--- config.mk ---
export PLATFORM = sky130hd
export DESIGN_NAME = greedy_change_maker
export DESIGN_NICKNAME = d
export VERILOG_FILES = /design/src/gcm_pkg.sv /design/src/gcm_ctrl.sv /design/src/gcm_datapath.sv /design/src/greedy_change_maker.sv
export SDC_FILE = /design/constraint.sdc
export NUM_CORES = 1
export LEC_CHECK = 0
export BUFFER_PORTS_ARGS = -buffer_cell sky130_fd_sc_hd__buf_2
export CAP_MARGIN = 20
export CORE_ASPECT_RATIO = 1.2
export CORE_MARGIN = 2
export CORE_UTILIZATION = 40
export CTS_CLUSTER_SIZE = 10
export DETAILED_ROUTE_END_ITERATION = 7
export SYNTH_ARGS = -nofsm -noshare
export SYNTH_HDL_FRONTEND = slang
export SYNTH_SLANG_ARGS = --single-unit
--- constraint.sdc ---
create_clock -name i_clk -period 5.8 [get_ports i_clk]
set_input_delay 1.16 -clock i_clk [delete_from_list [all_inputs] [get_ports i_clk]]
set_output_delay 1.16 -clock i_clk [all_outputs]
set_load 0.1 [all_outputs]
--- src/gcm_pkg.sv ---
// ============================================================================
// gcm_pkg
// Shared types and constants of the greedy coin change maker.
// ============================================================================
`default_nettype none

package gcm_pkg;

    // number of denomination registers
    localparam int SLOTS      = 8;
    localparam int SLOT_W     = $clog2(SLOTS);
    localparam int CFG_IDX_W  = 4;
    localparam int VALUE_W    = 16;

    // parameter defaults
    localparam int DEF_NUM_DENOMINATIONS = 8;
    localparam int DEF_MAX_COINS         = 64;

    // controller states
    typedef enum logic [1:0] {
        ST_IDLE,
        ST_SORT,
        ST_SEARCH,
        ST_FINISH
    } t_state;

    // commands from controller to datapath
    typedef struct packed {
        logic load;
        logic sort_step;
        logic take;
        logic advance;
        logic set_cut;
        logic emit_final;
    } t_ctrl_cmd;

    // status from datapath to controller
    typedef struct packed {
        logic sort_done;
        logic fit;
        logic cap_hit;
        logic slot_last;
        logic hold_valid;
        logic out_free;
    } t_ctrl_sts;

endpackage

`default_nettype wire

--- src/gcm_ctrl.sv ---
// ============================================================================
// gcm_ctrl
// Controller: sequences load, ordering, greedy search and the final result.
// ============================================================================
`default_nettype none

module gcm_ctrl (
    input  wire logic               i_clk,
    input  wire logic               i_rst_n,
    input  wire logic               i_in_valid,
    input  wire gcm_pkg::t_ctrl_sts i_sts,
    output gcm_pkg::t_ctrl_cmd      o_cmd,
    output logic                    o_idle
);

    gcm_pkg::t_state r_state;
    gcm_pkg::t_state n_state;

    // state register
    always_ff @(posedge i_clk) begin
        if (!i_rst_n) begin
            r_state <= gcm_pkg::ST_IDLE;
        end else begin
            r_state <= n_state;
        end
    end

    // next state
    always_comb begin
        n_state = r_state;
        case (r_state)
            gcm_pkg::ST_IDLE: begin
                if (i_in_valid) n_state = gcm_pkg::ST_SORT;
            end
            gcm_pkg::ST_SORT: begin
                if (i_sts.sort_done) n_state = gcm_pkg::ST_SEARCH;
            end
            gcm_pkg::ST_SEARCH: begin
                if (i_sts.fit && i_sts.cap_hit) begin
                    n_state = gcm_pkg::ST_FINISH;
                end else if (!i_sts.fit && i_sts.slot_last) begin
                    n_state = gcm_pkg::ST_FINISH;
                end
            end
            gcm_pkg::ST_FINISH: begin
                if (i_sts.out_free) n_state = gcm_pkg::ST_IDLE;
            end
            default: n_state = gcm_pkg::ST_IDLE;
        endcase
    end

    // command outputs
    always_comb begin
        o_cmd  = '0;
        o_idle = 1'b0;
        case (r_state)
            gcm_pkg::ST_IDLE: begin
                o_idle     = 1'b1;
                o_cmd.load = i_in_valid;
            end
            gcm_pkg::ST_SORT: begin
                o_cmd.sort_step = 1'b1;
            end
            gcm_pkg::ST_SEARCH: begin
                o_cmd.take    = i_sts.fit && !i_sts.cap_hit &&
                                (!i_sts.hold_valid || i_sts.out_free);
                o_cmd.set_cut = i_sts.fit && i_sts.cap_hit;
                o_cmd.advance = !i_sts.fit && !i_sts.slot_last;
            end
            gcm_pkg::ST_FINISH: begin
                o_cmd.emit_final = i_sts.out_free;
            end
            default: o_cmd = '0;
        endcase
    end

endmodule

`default_nettype wire

--- src/gcm_datapath.sv ---
// ============================================================================
// gcm_datapath
// Datapath: denomination registers, sorting network step, greedy search
// registers, one-coin lookahead hold and the output register.
// ============================================================================
`default_nettype none

module gcm_datapath #(
    parameter int NUM_DENOMINATIONS = gcm_pkg::DEF_NUM_DENOMINATIONS,
    parameter int MAX_COINS         = gcm_pkg::DEF_MAX_COINS
) (
    input  wire logic                            i_clk,
    input  wire logic                            i_rst_n,
    // configuration
    input  wire logic                            i_cfg_valid,
    input  wire logic [gcm_pkg::CFG_IDX_W-1:0]   i_cfg_index,
    input  wire logic [gcm_pkg::VALUE_W-1:0]     i_cfg_data,
    // input item
    input  wire logic [gcm_pkg::VALUE_W-1:0]     i_amount,
    // control
    input  wire gcm_pkg::t_ctrl_cmd              i_cmd,
    output gcm_pkg::t_ctrl_sts                   o_sts,
    // result
    input  wire logic                            i_out_stall,
    output logic                                 o_out_valid,
    output logic [gcm_pkg::VALUE_W-1:0]          o_coin_value,
    output logic                                 o_no_coin,
    output logic                                 o_truncated,
    output logic                                 o_last
);

    localparam int CNT_W = $clog2(MAX_COINS + 1);
    localparam logic [CNT_W-1:0] MAX_CNT = CNT_W'(MAX_COINS);
    localparam logic [gcm_pkg::SLOT_W-1:0] LAST_SLOT = gcm_pkg::SLOT_W'(gcm_pkg::SLOTS - 1);

    logic [gcm_pkg::VALUE_W-1:0] r_den [gcm_pkg::SLOTS];
    logic [gcm_pkg::VALUE_W-1:0] r_sorted [gcm_pkg::SLOTS];
    logic [gcm_pkg::VALUE_W-1:0] n_sorted [gcm_pkg::SLOTS];
    logic [gcm_pkg::SLOT_W-1:0]  r_phase;
    logic [gcm_pkg::SLOT_W-1:0]  r_slot;
    logic [gcm_pkg::VALUE_W-1:0] r_remaining;
    logic [CNT_W-1:0]            r_count;
    logic                        r_cut;
    logic                        r_hold_valid;
    logic [gcm_pkg::VALUE_W-1:0] r_hold_value;
    logic                        r_out_valid;
    logic                        n_out_valid;
    logic [gcm_pkg::VALUE_W-1:0] r_out_value;
    logic                        r_out_no_coin;
    logic                        r_out_trunc;
    logic                        r_out_last;
    logic [gcm_pkg::VALUE_W-1:0] cur_value;
    logic                        out_free;

    // configuration registers
    always_ff @(posedge i_clk) begin
        if (!i_rst_n) begin
            for (int i = 0; i < gcm_pkg::SLOTS; i++) begin
                r_den[i] <= '0;
            end
        end else if (i_cfg_valid &&
                     (i_cfg_index < gcm_pkg::CFG_IDX_W'(gcm_pkg::SLOTS))) begin
            r_den[i_cfg_index[gcm_pkg::SLOT_W-1:0]] <= i_cfg_data;
        end
    end

    // load or one odd-even transposition phase, largest first
    always_comb begin
        n_sorted = r_sorted;
        if (i_cmd.load) begin
            for (int i = 0; i < gcm_pkg::SLOTS; i++) begin
                n_sorted[i] = (i < NUM_DENOMINATIONS) ? r_den[i] : '0;
            end
        end else if (i_cmd.sort_step) begin
            for (int i = 0; i < gcm_pkg::SLOTS - 1; i++) begin
                if (((i % 2) == 0) == !r_phase[0] && r_sorted[i] < r_sorted[i+1]) begin
                    n_sorted[i]   = r_sorted[i+1];
                    n_sorted[i+1] = r_sorted[i];
                end
            end
        end
    end

    always_ff @(posedge i_clk) begin
        r_sorted <= n_sorted;
    end

    // greedy search state
    assign cur_value = r_sorted[r_slot];
    assign out_free  = !r_out_valid || !i_out_stall;

    always_ff @(posedge i_clk) begin
        if (i_cmd.load) begin
            r_phase     <= '0;
            r_slot      <= '0;
            r_remaining <= i_amount;
            r_count     <= '0;
            r_cut       <= 1'b0;
        end else begin
            if (i_cmd.sort_step) r_phase <= r_phase + 1'b1;
            if (i_cmd.advance) r_slot <= r_slot + 1'b1;
            if (i_cmd.take) begin
                r_remaining <= r_remaining - cur_value;
                r_count     <= r_count + 1'b1;
            end
            if (i_cmd.set_cut) r_cut <= 1'b1;
        end
    end

    // lookahead hold: a coin waits here until it is known whether another follows
    always_ff @(posedge i_clk) begin
        if (!i_rst_n) begin
            r_hold_valid <= 1'b0;
        end else if (i_cmd.load) begin
            r_hold_valid <= 1'b0;
        end else if (i_cmd.take) begin
            r_hold_valid <= 1'b1;
        end
    end

    always_ff @(posedge i_clk) begin
        if (i_cmd.take) r_hold_value <= cur_value;
    end

    // output register
    always_comb begin
        if ((i_cmd.take && r_hold_valid) || i_cmd.emit_final) begin
            n_out_valid = 1'b1;
        end else if (!i_out_stall) begin
            n_out_valid = 1'b0;
        end else begin
            n_out_valid = r_out_valid;
        end
    end

    always_ff @(posedge i_clk) begin
        if (!i_rst_n) begin
            r_out_valid <= 1'b0;
        end else begin
            r_out_valid <= n_out_valid;
        end
    end

    always_ff @(posedge i_clk) begin
        if (i_cmd.take && r_hold_valid) begin
            r_out_value   <= r_hold_value;
            r_out_no_coin <= 1'b0;
            r_out_trunc   <= 1'b0;
            r_out_last    <= 1'b0;
        end else if (i_cmd.emit_final) begin
            r_out_value   <= r_hold_valid ? r_hold_value : '0;
            r_out_no_coin <= !r_hold_valid;
            r_out_trunc   <= r_hold_valid && r_cut;
            r_out_last    <= 1'b1;
        end
    end

    // status to controller
    always_comb begin
        o_sts.sort_done  = (r_phase == LAST_SLOT);
        o_sts.fit        = (cur_value != '0) && (cur_value <= r_remaining);
        o_sts.cap_hit    = (r_count == MAX_CNT);
        o_sts.slot_last  = (r_slot == LAST_SLOT);
        o_sts.hold_valid = r_hold_valid;
        o_sts.out_free   = out_free;
    end

    assign o_out_valid  = r_out_valid;
    assign o_coin_value = r_out_value;
    assign o_no_coin    = r_out_no_coin;
    assign o_truncated  = r_out_trunc;
    assign o_last       = r_out_last;

endmodule

`default_nettype wire

--- src/greedy_change_maker.sv ---
// ============================================================================
// greedy_change_maker
// Greedy coin change: hands out coins of up to eight denominations, largest
// first, for each requested amount.
// ============================================================================
// Usage:
//   Configuration: write denomination i at index i over the cfg channel while
//   the block is idle; o_cfg_ready is always high, indexes beyond 7 are ignored.
//   Input: i_amount is taken when i_in_valid is high and o_in_stall is low.
//   o_in_stall is high from the accepting edge until the final result of that
//   amount sits in the output register.
//   Output: one transaction per coin, o_last marks the final one; when no coin
//   fits a single transaction with o_no_coin set is sent, and o_truncated
//   marks a final coin cut off by the coin cap.
//   Sequence: the denominations are ordered with an odd-even transposition
//   network, then the search takes coins and steps through the slots (8 at
//   most), then the final result is emitted and the block returns to idle.
//   Each coin waits in a lookahead hold and reaches the output register when
//   the next coin is taken or with the final result.
//   Stall: i_out_stall holds the output register; the search waits when a
//   second coin is found while the register is still occupied.
//   Reset (i_rst_n low, synchronous): denominations clear to zero, the
//   controller returns to idle and no result is pending.
// ============================================================================
`default_nettype none

module greedy_change_maker #(
    parameter int NUM_DENOMINATIONS = gcm_pkg::DEF_NUM_DENOMINATIONS,
    parameter int MAX_COINS         = gcm_pkg::DEF_MAX_COINS
) (
    input  wire logic                          i_clk,
    input  wire logic                          i_rst_n,
    // configuration channel
    input  wire logic                          i_cfg_valid,
    output logic                               o_cfg_ready,
    input  wire logic [gcm_pkg::CFG_IDX_W-1:0] i_cfg_index,
    input  wire logic [gcm_pkg::VALUE_W-1:0]   i_cfg_data,
    // input channel
    input  wire logic                          i_in_valid,
    output logic                               o_in_stall,
    input  wire logic [gcm_pkg::VALUE_W-1:0]   i_amount,
    // output channel
    output logic                               o_out_valid,
    input  wire logic                          i_out_stall,
    output logic [gcm_pkg::VALUE_W-1:0]        o_coin_value,
    output logic                               o_no_coin,
    output logic                               o_truncated,
    output logic                               o_last
);

    gcm_pkg::t_ctrl_cmd cmd;
    gcm_pkg::t_ctrl_sts sts;
    logic               idle;

    // controller
    gcm_ctrl u_ctrl (
        .i_clk      (i_clk),
        .i_rst_n    (i_rst_n),
        .i_in_valid (i_in_valid),
        .i_sts      (sts),
        .o_cmd      (cmd),
        .o_idle     (idle)
    );

    // datapath
    gcm_datapath #(
        .NUM_DENOMINATIONS (NUM_DENOMINATIONS),
        .MAX_COINS         (MAX_COINS)
    ) u_datapath (
        .i_clk        (i_clk),
        .i_rst_n      (i_rst_n),
        .i_cfg_valid  (i_cfg_valid),
        .i_cfg_index  (i_cfg_index),
        .i_cfg_data   (i_cfg_data),
        .i_amount     (i_amount),
        .i_cmd        (cmd),
        .o_sts        (sts),
        .i_out_stall  (i_out_stall),
        .o_out_valid  (o_out_valid),
        .o_coin_value (o_coin_value),
        .o_no_coin    (o_no_coin),
        .o_truncated  (o_truncated),
        .o_last       (o_last)
    );

    assign o_cfg_ready = 1'b1;
    assign o_in_stall  = !idle;

endmodule

`default_nettype wire

==> results.py, run 1 <==
metrics = {
    "floorplan": {
        "die-height_um": 239,
        "die-area_um2": 47600,
        "design.portCount": 63,
        "floorplan.rows": 86,
        "initial_core_util": 0.402,
        "floorplan.die.width_um": 200,
        "design.core.area_um2": 45600,
    },
    "cts": {
        "cts-htree-levels": 2,
        "number_of_buffers_added_by_the_clock_tree_synthesis_step": 39,
        "post_cts_buffers": 0,
        "cts_hold_buffers": 0,
        "cts-root-to-sink-buffers": 3,
        "path_clk_slew_ns": 0.06,
        "clock_tree_from_tritoncts": "done",
        "insertion_delay_ns": 0.56,
        "postCtsResizedCells": 0,
        "numClockSinks": 325,
        "cts.root.buffer_cell": "sky130_fd_sc_hd__clkbuf_16",
    },
    "yosys": {
        "synth.area.mux_share": 0.0588,
        "synth_cells": 1674,
        "dominant_combinational_cell_family_by_area_after_synthesis": "simple AND/OR/NAND/NOR gates",
        "synth.ff_latch_count": 325,
        "synth_top_flop_cell": "sky130_fd_sc_hd__edfxtp_1",
        "synth.avg_cell_area_um2": 11.0,
        "synth_compound_area_frac": 0.116,
        "post_synth_num_cell_types": 61,
        "synth_warnings": 0,
        "synth_async_sr_flop_share": 0,
        "synth.yosys.seq_area_share": 0.520,
        "synth-edff-count": 304,
        "netlist_area_um2": 18400,
        "area_share_of_and_or_nand_nor_cells_after_synthesis": 0.157,
        "post-synth-top-area-fraction": 0.497,
        "synth_area_leaders": "sky130_fd_sc_hd__edfxtp_1, sky130_fd_sc_hd__ha_1, sky130_fd_sc_hd__and2_1",
        "synth.largest_area_cell": "sky130_fd_sc_hd__edfxtp_1",
        "post_synth_xor_area_fraction": 0.00859,
        "synth.net_count": 1848,
        "synth_adder_area_share": 0.0911,
    },
    "final_layout": {
        "synthToLayoutAreaGrowth_pct": 11.7,
        "final_common_cell": "sky130_fd_sc_hd__edfxtp_1",
        "final_net_count": 1897,
        "antenna_diode_instance_count": 0,
        "reg_area_um2": 9550,
        "top_library_cells_by_usage_in_the_layout_fill_and_taps_aside": "sky130_fd_sc_hd__edfxtp_1, sky130_fd_sc_hd__nor2_1, sky130_fd_sc_hd__and2_1",
        "final.fill_count": 4327,
        "fraction_of_layout_cells_with_a_size_suffix_above_1": 0.109,
        "multi_input_comb_area_um2": 7980,
    },
    "placement": {
        "post-dp-hpwl_um": 41900,
        "place_ws_ns": 1.37,
        "buffer_ports.inserted": 61,
        "routabilityCongestion": 0.925,
    },
    "hold_path": {
        "hp-class": "flip-flop to flip-flop",
        "hp-start": "u_datapath.o_no_coin",
    },
    "detailed_routing": {
        "dr_total_vias": 13700,
        "post_drt_via_cell_ratio": 5.81,
        "drt_pre_antenna_iters": 5,
        "wirelength_um": 57300,
        "number_of_antenna_violating_nets_in_the_routed_design": 0,
        "route.detailed.wl_per_inst_um": 24.4,
        "drt_first_iter_violations": 1263,
        "drcViolationCount": 0,
    },
    "setup_path": {
        "worstRegToRegCells": 15,
        "startpoint": "u_datapath.r_slot[1]",
        "crit_arrival_ns": 4.69,
        "timing.critical_path.required_ns": 6.03,
        "r2r_start": "u_datapath.r_slot[1]",
        "regToRegSetupSlack_ns": 1.34,
        "worstPathMaxFanout": 23,
        "cp-start-kind": "flip-flop",
        "critical_path_class": "flip-flop to flip-flop",
        "end_kind": "flip-flop",
        "regToRegEndpoint": "u_datapath.o_coin_value[12]",
        "cp-endpoint": "u_datapath.o_coin_value[12]",
    },
    "sta": {
        "worst-slew-pin-transition_ns": 1.04,
        "finalSetupTns_ns": 0,
        "finalSetupViolations": 0,
        "slew_hr": 0.304,
        "rsz0062_at_grt": "no",
        "fraction_of_the_cycle_the_final_worst_path_needs": 0.770,
        "finalHoldViolCount": 0,
        "report.final.slew_viol_count": 0,
        "post-route-min-period_ns": 4.46,
        "fin_ws_ns": 1.34,
        "max_freq_mhz": 224,
        "clock_skew_ns": 0.0283,
    },
    "run_status": {
        "run_status": "completed",
    },
    "job": {
        "cap_violations": 0,
    },
    "pwr": {
        "cellPowerDensity_nw_per_um2": 649,
        "static-leakage-power_nw": 8.21,
        "vdd_drop_max_v": 0.000356,
    },
    "grt": {
        "antenna_violations_before_repair": 3,
        "grt_first_pass_wirelength_um": 86000,
        "first_global_vias": 13500,
        "globalRouteTotalUtil": 0.244,
        "grt_start_max_net_pins": 132,
        "global_route.overflow_total": 0,
    },
}
[area by class of cell]
| type | instances | area share |
|---|---|---|
| Timing Repair Buffer | 94 | 0.0285 |
| Tap cell | 616 | 0.0376 |
| Clock inverter | 6 | 0.00208 |
| Multi-Input combinational cell | 1120 | 0.389 |
| Inverter | 143 | 0.0262 |
| Clock buffer | 48 | 0.0503 |
| Sequential cell | 325 | 0.466 |
[flip-flops by register name, indices dropped and copies added, names as in the netlist]
name                     count
u_datapath.r_count           7
u_ctrl.r_state               2
u_datapath.r_slot            3
u_datapath.o_coin_value     16
u_datapath.r_hold_valid      1
u_datapath.r_phase           3
u_datapath.r_sorted        128
u_datapath.o_truncated       1
u_datapath.r_den           128
u_datapath.o_out_valid       1
u_datapath.r_hold_value     16
u_datapath.r_cut             1
u_datapath.o_last            1
u_datapath.r_remaining      16
u_datapath.o_no_coin         1
[critical path, cell delays in order (launching register included)]
cell	delay (ns)
sky130_fd_sc_hd__dfxtp_2	0.70
sky130_fd_sc_hd__mux4_2	0.57
sky130_fd_sc_hd__mux2_2	0.31
sky130_fd_sc_hd__ha_1	0.23
sky130_fd_sc_hd__fa_1	0.40
sky130_fd_sc_hd__nand2b_1	0.16
sky130_fd_sc_hd__a21oi_1	0.28
sky130_fd_sc_hd__a211oi_1	0.17
sky130_fd_sc_hd__nand3_1	0.11
sky130_fd_sc_hd__a21o_1	0.13
sky130_fd_sc_hd__o41ai_2	0.09
sky130_fd_sc_hd__buf_4	0.21
sky130_fd_sc_hd__nor2_1	0.18
sky130_fd_sc_hd__nand2_1	0.14
sky130_fd_sc_hd__a21oi_1	0.19
sky130_fd_sc_hd__buf_4	0.24
[cells in the mapped netlist, types with 10 or more instances]
cell type and count:
sky130_fd_sc_hd__o21ai_0 73, sky130_fd_sc_hd__ha_1 132, sky130_fd_sc_hd__a21o_1 30, sky130_fd_sc_hd__a31oi_1 11, sky130_fd_sc_hd__nand2b_1 19, sky130_fd_sc_hd__a221o_1 16, sky130_fd_sc_hd__dfxtp_1 21, sky130_fd_sc_hd__a21oi_1 53
sky130_fd_sc_hd__inv_1 143, sky130_fd_sc_hd__nand4_1 10, sky130_fd_sc_hd__a221oi_1 68, sky130_fd_sc_hd__nand3_1 36, sky130_fd_sc_hd__buf_2 10, sky130_fd_sc_hd__buf_1 11, sky130_fd_sc_hd__edfxtp_1 304, sky130_fd_sc_hd__mux4_2 29
sky130_fd_sc_hd__clkbuf_1 61, sky130_fd_sc_hd__nor2_1 188, sky130_fd_sc_hd__nor3_1 43, sky130_fd_sc_hd__mux2i_1 34, sky130_fd_sc_hd__nand2_1 118, sky130_fd_sc_hd__and2_1 146
[logic make-up after synthesis]
group | count (synthesis)
multiplexers | 68
AND/OR/NAND/NOR | 595
flip-flops | 325
other | 1
AO/OA/AOI/OAI | 305
XOR/XNOR | 18
adder cells (fa/ha/maj) | 133
buffers and inverters | 229
[where the power goes]
part	switching, W	total (W)	leakage, nW	internal, W
Clock	0.000952	0.00219	0.525	0.00124
Sequential	0.00115	0.00491	3.10	0.00375
Combinational	0.00390	0.00621	4.59	0.00231
Total	0.00601	0.0133	8.21	0.00730
[per-layer routing]
metal  part of all wire  track usage
met4              0.038       0.0911
met1               0.40        0.317
met5                  0            0
met3              0.069       0.0324
met2               0.49        0.416
[how the worst min path moves through the flow]
stage                            to  slack, ns  cells past startpoint
2_1_floorplan      u_datapath.r_cut       0.44                      2
3_3_place_gp       u_datapath.r_cut       0.46                      2
3_5_place_dp       u_datapath.r_cut       0.47                      2
4_1_cts            u_datapath.r_cut       0.48                      2
5_1_grt           u_datapath.o_last       0.51                      1
6_report       u_datapath.o_no_coin       0.48                      2
[per-stage QoR]
step                      hold WS, ns  std cells  power, W  instance area [um2]  utilization
final                           0.483       2352    0.0133                20500        0.449
after global routing            0.514       2352    0.0141                20500        0.449
after CTS                       0.485       2351    0.0133                20500        0.449
after detailed placement        0.470       2297    0.0111                19400        0.425
after global placement          0.465       2295    0.0109                19400        0.425
after floorplan                 0.440       1674   0.00865                18400            -
(Power assumes the default switching activity.)
==> run 2: changes to the inputs <==
--- a/config.mk
+++ b/config.mk
@@ -5,6 +5,7 @@
 export SDC_FILE = /design/constraint.sdc
 export NUM_CORES = 1
 export LEC_CHECK = 0
+export ABC_AREA = 1
 export BUFFER_PORTS_ARGS = -buffer_cell sky130_fd_sc_hd__buf_2
 export CAP_MARGIN = 20
 export CORE_ASPECT_RATIO = 1.2
==> constraint.sdc (replaced) <==
create_clock -name i_clk -period 3.88 [get_ports i_clk]
set_input_delay 0.776 -clock i_clk [delete_from_list [all_inputs] [get_ports i_clk]]
set_output_delay 0.776 -clock i_clk [all_outputs]
set_load 0.1 [all_outputs]
==> results.py, run 2 <==
metrics = {
    "sta": {
        "finalSetupViolations": 0,
        "post-route-min-period_ns": 3.53,
        "report.final.slew_viol_count": 0,
        "worst-slew-pin-transition_ns": 0.748,
        "fraction_of_the_cycle_the_final_worst_path_needs": 0.910,
        "slew_hr": 0.501,
        "finalHoldViolCount": 0,
        "clock_skew_ns": 0.0266,
        "max_freq_mhz": 283,
        "finalSetupTns_ns": 0,
        "rsz0062_at_grt": "no",
    },
    "floorplan": {
        "die-height_um": 240,
        "floorplan.rows": 86,
        "initial_core_util": 0.405,
        "floorplan.die.width_um": 201,
        "design.portCount": 63,
        "design.core.area_um2": 45800,
        "die-area_um2": 48100,
    },
    "detailed_routing": {
        "dr_total_vias": 15200,
        "drt_first_iter_violations": 1336,
        "drt_pre_antenna_iters": 5,
        "wirelength_um": 59800,
        "route.detailed.wl_per_inst_um": 20.9,
        "drcViolationCount": 0,
        "post_drt_via_cell_ratio": 5.33,
        "number_of_antenna_violating_nets_in_the_routed_design": 0,
    },
    "setup_path": {
        "path_cells": "inv_2 -> buf_4 -> nand2_1 -> nand3_1 -> nand2_1 -> o21ai_1 -> ha_1 -> a21oi_1 -> o21ai_0 -> nand2_1 -> o211ai_1 -> a21oi_1 -> buf_4 -> nor2_4 -> nand3_4 -> clkinv_2 -> nand2_1 -> a21oi_1",
        "worstPathMaxFanout": 23,
        "cpMostUsedCell": "sky130_fd_sc_hd__nand2_1",
        "slowest_stage": "sky130_fd_sc_hd__dfxtp_2",
        "crit_arrival_ns": 3.97,
        "cp_num_buf_inv": 4,
        "critical_path_class": "flip-flop to flip-flop",
        "cp_top_family": "buffers and inverters",
        "critPathMaxStageDelay_ns": 0.34,
        "timing.critical_path.required_ns": 4.32,
        "end_kind": "flip-flop",
        "cp-start-kind": "flip-flop",
    },
    "yosys": {
        "synth.ff_latch_count": 325,
        "post_synth_num_cell_types": 38,
        "synth_adder_area_share": 0.0901,
        "synth-edff-count": 304,
        "synth_async_sr_flop_share": 0,
        "synth.yosys.seq_area_share": 0.515,
        "netlist_area_um2": 18600,
        "synth.net_count": 2343,
        "synth_cells": 2169,
        "synth.area.mux_share": 0,
        "synth.largest_area_cell": "sky130_fd_sc_hd__edfxtp_1",
        "post-synth-top-count-cell": "sky130_fd_sc_hd__nand2_1",
        "ys_top_cells_by_count": "sky130_fd_sc_hd__nand2_1, sky130_fd_sc_hd__edfxtp_1, sky130_fd_sc_hd__inv_1",
        "synth.avg_cell_area_um2": 8.55,
        "post_synth_xor_area_fraction": 0.00567,
        "synth_compound_area_frac": 0.0869,
        "dominant_combinational_cell_family_by_area_after_synthesis": "simple AND/OR/NAND/NOR gates",
        "synth_area_leaders": "sky130_fd_sc_hd__edfxtp_1, sky130_fd_sc_hd__nand2_1, sky130_fd_sc_hd__ha_1",
        "post-synth-top-area-fraction": 0.492,
        "area_share_of_and_or_nand_nor_cells_after_synthesis": 0.231,
        "synth_top_flop_cell": "sky130_fd_sc_hd__edfxtp_1",
        "synth_warnings": 0,
    },
    "pwr": {
        "combPwrFrac": 0.529,
        "p_sw_frac": 0.470,
        "static-leakage-power_nw": 9.41,
        "intPower_w": 0.0108,
        "switchingPower_w": 0.00955,
        "cellPowerDensity_nw_per_um2": 977,
        "clockPowerShare": 0.161,
        "vdd_drop_max_v": 0.000466,
        "p_seq_frac": 0.309,
        "design_power_total_w": 0.0203,
    },
    "final_layout": {
        "synthToLayoutAreaGrowth_pct": 12.1,
        "final.fill_count": 4505,
        "antenna_diode_instance_count": 0,
        "final_net_count": 2403,
        "final_util": 0.454,
        "fraction_of_layout_cells_with_a_size_suffix_above_1": 0.0757,
        "final_common_cell": "sky130_fd_sc_hd__nand2_1",
        "top_regs": "u_datapath.r_den (128), u_datapath.r_sorted (128)",
        "top_library_cells_by_usage_in_the_layout_fill_and_taps_aside": "sky130_fd_sc_hd__nand2_1, sky130_fd_sc_hd__edfxtp_1, sky130_fd_sc_hd__inv_1",
        "instances_no_fill": 2861,
    },
    "grt": {
        "global_route.overflow_total": 0,
        "antenna_violations_before_repair": 0,
        "globalRouteTotalUtil": 0.249,
        "grt_first_pass_wirelength_um": 90500,
        "grt_start_max_net_pins": 83,
        "first_global_vias": 15000,
    },
    "cts": {
        "cts-htree-levels": 2,
        "insertion_delay_ns": 0.58,
        "numClockSinks": 325,
        "post_cts_buffers": 0,
        "cts-root-to-sink-buffers": 3,
        "path_clk_slew_ns": 0.06,
        "cts.root.buffer_cell": "sky130_fd_sc_hd__clkbuf_16",
        "number_of_buffers_added_by_the_clock_tree_synthesis_step": 39,
        "clock_tree_from_tritoncts": "done",
    },
    "placement": {
        "post-dp-hpwl_um": 44900,
        "buffer_ports.inserted": 61,
        "dpl.cell_count": 2804,
        "routabilityCongestion": 0.950,
    },
    "run_status": {
        "run_status": "completed",
    },
    "job": {
        "cap_violations": 0,
    },
    "hold_path": {
        "hp-class": "flip-flop to flip-flop",
    },
}
run 2: final timing paths:
kind	startpoint	to	slack, ns	depth (start not counted)
min reg2reg	u_datapath.r_cut	u_datapath.r_cut	0.46	2
max reg2reg	u_datapath.r_slot[0]	u_datapath.r_count[4]	0.35	18
min	u_datapath.r_cut	u_datapath.r_cut	0.46	2
max	u_datapath.r_slot[0]	u_datapath.r_count[4]	0.35	18
run 2: area by class of cell:
type                            instances  area, um2  share of cell area
Clock buffer                           49       1010              0.0487
Clock inverter                          8       71.3             0.00343
Inverter                              249        941              0.0452
Multi-Input combinational cell       1502       7710               0.371
Sequential cell                       325       9550               0.459
Tap cell                              616        771              0.0371
Timing Repair Buffer                  112        738              0.0355
run 2: layer usage:
metal	wire, um	vias to the layer above	track usage
li1	-	7340	-
met1	24300	7134	0.308
met2	29100	616	0.434
met3	3680	147	0.0340
met4	2780	0	0.116
met5	0	-	0
run 2: power by group through the flow:
stage / Sequential, W / Combinational, W / Clock (W)
2_1_floorplan: 0.00626 / 0.00704 / 0
5_1_grt: 0.00638 / 0.0121 / 0.00345
3_5_place_dp: 0.00632 / 0.0106 / 0
3_3_place_gp: 0.00631 / 0.0104 / 0
6_report: 0.00628 / 0.0108 / 0.00328
4_1_cts: 0.00627 / 0.0107 / 0.00334
run 2: per-stage QoR:
step | hold slack [ns] | area, um2 | setup WS (ns)
floorplan | 0.436 | 18600 | 0.522
global placement | 0.449 | 19700 | 0.169
detailed placement | 0.453 | 19700 | 0.147
CTS | 0.461 | 20800 | 0.116
global route | 0.484 | 20800 | 0.00498
finish | 0.460 | 20800 | 0.350
run 2: cell families after synthesis:
logic type	after synthesis
simple gates	1067
buf+inv	342
flops	325
compound gates	289
fa+ha+maj	133
xor+xnor	12
other cells	1
run 2: worst min-delay path, delay by kind of cell (launching register included):
kind                   cells  cell delay, ns
AOI/OAI and AO/OA          1            0.06
DFF                        1            0.30
buffers and inverters      1            0.06
run 2: repair_timing:
action	in CTS	in global routing
setup endpoints to repair	0	36
hold buffers	0	0
resized for setup	0	3
==> run 3: changes to the inputs <==
--- a/config.mk
+++ b/config.mk
@@ -5,7 +5,6 @@
 export SDC_FILE = /design/constraint.sdc
 export NUM_CORES = 1
 export LEC_CHECK = 0
-export ABC_AREA = 1
 export BUFFER_PORTS_ARGS = -buffer_cell sky130_fd_sc_hd__buf_2
 export CAP_MARGIN = 20
 export CORE_ASPECT_RATIO = 1.2
==> results.py, run 3 (synthesis gave the netlist of run 1 again) <==
metrics = {
    "final_layout": {
        "instances_no_fill": 2452,
        "final_common_cell": "sky130_fd_sc_hd__edfxtp_1",
        "final_net_count": 1996,
        "fraction_of_layout_cells_with_a_size_suffix_above_1": 0.162,
        "synthToLayoutAreaGrowth_pct": 16.8,
        "postLayoutCellArea_um2": 21400,
        "final.fill_count": 4236,
        "top_library_cells_by_usage_in_the_layout_fill_and_taps_aside": "sky130_fd_sc_hd__edfxtp_1, sky130_fd_sc_hd__nor2_1, sky130_fd_sc_hd__and2_1",
        "top_regs": "u_datapath.r_den (128), u_datapath.r_sorted (128)",
    },
    "grt": {
        "first_global_vias": 13800,
        "grt_start_max_net_pins": 91,
        "antenna_violations_before_repair": 2,
        "grt_first_pass_wirelength_um": 89400,
        "global_route.overflow_total": 0,
        "globalRouteTotalUtil": 0.258,
    },
    "setup_path": {
        "startpoint": "u_datapath.r_sorted[16]",
        "timing.critical_path.required_ns": 4.15,
        "critPathMaxStageDelay_ns": 0.52,
        "path_cells": "mux4_2 -> mux2_4 -> ha_4 -> fa_2 -> nand2b_4 -> a21oi_4 -> a211oi_2 -> nand3_1 -> a21o_1 -> o41ai_4 -> nor2_4 -> nand2_2 -> a21oi_4 -> buf_12",
        "r2r_start": "u_datapath.r_sorted[16]",
        "end_kind": "flip-flop",
        "cp-start-kind": "flip-flop",
        "cp_num_buf_inv": 1,
        "cp_top_family": "multiplexers",
        "critical_path_class": "flip-flop to flip-flop",
        "worstPathMaxFanout": 16,
        "slowest_stage": "sky130_fd_sc_hd__mux4_2",
        "cpMostUsedCell": "sky130_fd_sc_hd__a21oi_4",
        "crit_arrival_ns": 3.97,
    },
    "placement": {
        "dpl.cell_count": 2395,
        "place_ws_ns": 0.0179,
        "post-dp-hpwl_um": 45000,
        "routabilityCongestion": 0.965,
        "dpl-instance-area_um2": 20300,
        "buffer_ports.inserted": 61,
    },
    "detailed_routing": {
        "number_of_antenna_violating_nets_in_the_routed_design": 0,
        "drt_pre_antenna_iters": 6,
        "route.detailed.wl_per_inst_um": 24.5,
        "post_drt_via_cell_ratio": 5.70,
        "drcViolationCount": 0,
        "dr_total_vias": 14000,
        "wirelength_um": 60100,
        "drt_first_iter_violations": 1583,
    },
    "cts": {
        "number_of_buffers_added_by_the_clock_tree_synthesis_step": 39,
        "path_clk_slew_ns": 0.06,
        "insertion_delay_ns": 0.58,
        "cts.root.buffer_cell": "sky130_fd_sc_hd__clkbuf_16",
        "cts-root-to-sink-buffers": 3,
        "cts_hold_buffers": 0,
        "numClockSinks": 325,
        "cts-htree-levels": 2,
        "clock_tree_from_tritoncts": "done",
    },
    "sta": {
        "finalSetupViolations": 0,
        "finalSetupTns_ns": 0,
        "worst-slew-pin-transition_ns": 0.998,
        "report.final.slew_viol_count": 0,
        "clock_skew_ns": 0.0296,
        "max_freq_mhz": 270,
        "final.hold.worst_slack_ns": 0.476,
        "post-route-min-period_ns": 3.70,
        "rsz0062_at_grt": "no",
        "slew_hr": 0.334,
        "finalHoldViolCount": 0,
        "fraction_of_the_cycle_the_final_worst_path_needs": 0.954,
        "fin_ws_ns": 0.177,
    },
    "floorplan": {
        "floorplan.rows": 86,
        "floorplan.die.width_um": 200,
        "design.core.area_um2": 45600,
        "die-area_um2": 47600,
        "initial_core_util": 0.402,
        "design.portCount": 63,
        "die-height_um": 239,
    },
    "pwr": {
        "vdd_drop_max_v": 0.000418,
        "static-leakage-power_nw": 8.76,
        "cellPowerDensity_nw_per_um2": 991,
    },
    "job": {
        "cap_violations": 0,
    },
    "hold_path": {
        "hp-class": "flip-flop to flip-flop",
        "hp-start": "u_datapath.o_last",
    },
    "run_status": {
        "run_status": "completed",
    },
}
[run 3: cell types whose count changed in the layout (fill, tap and decap cells not counted), sizes merged, moves of 19 or more]
cell,delta
inv,-105
mux2i,+34
nand2,-567
nand2b,+19
buf,+81
nor3,+36
o21ai,-39
a21oi,-34
mux4,+31
a221oi,+67
a21o,+26
o22ai,-37
and2,+146
nand3,-132
[run 3: metrics by stage]
step	total power [W]	utilization
2_1_floorplan	0.0131	-
4_1_cts	0.0212	0.469
5_1_grt	0.0225	0.470
6_report	0.0213	0.470
3_5_place_dp	0.0177	0.445
3_3_place_gp	0.0175	0.444
[run 3: layout make-up]
| cell class | instances | area [um2] | area share |
|---|---|---|---|
| Sequential cell | 325 | 9560 | 0.446 |
| Antenna cell | 1 | 2.50 | 0.000117 |
| Tap cell | 616 | 771 | 0.0359 |
| Clock buffer | 49 | 1030 | 0.0482 |
| Multi-Input combinational cell | 1120 | 8060 | 0.376 |
| Inverter | 143 | 537 | 0.0250 |
| Timing Repair Buffer | 193 | 1400 | 0.0652 |
| Clock inverter | 5 | 90.1 | 0.00420 |
[run 3: repair_timing]
| item | CTS | global route |
|---|---|---|
| hold endpoints to repair | 0 | 0 |
| buffers inserted | 0 | 2 |
| setup endpoints to repair | 1 | 26 |
| gates resized for setup | 1 | 5 |
[run 3: power by group]
group          switching (W)  internal, W
clock                0.00142      0.00199
sequential           0.00126      0.00559
combinational        0.00667      0.00433
[run 3: final timing paths]
kind / to / slack, ns / cells after the start
max: u_datapath.o_coin_value[8] / 0.18 / 14
min: u_datapath.o_last / 0.48 / 1
max reg2reg: u_datapath.o_coin_value[8] / 0.18 / 14
min reg2reg: u_datapath.o_last / 0.48 / 1
[run 3: metal layers]
metal	routed length [um]	vias to the layer above	global-route usage
li1	-	6402	-
met1	24600	6843	0.336
met2	28500	593	0.425
met3	4290	128	0.0368
met4	2680	0	0.115
met5	0	-	0
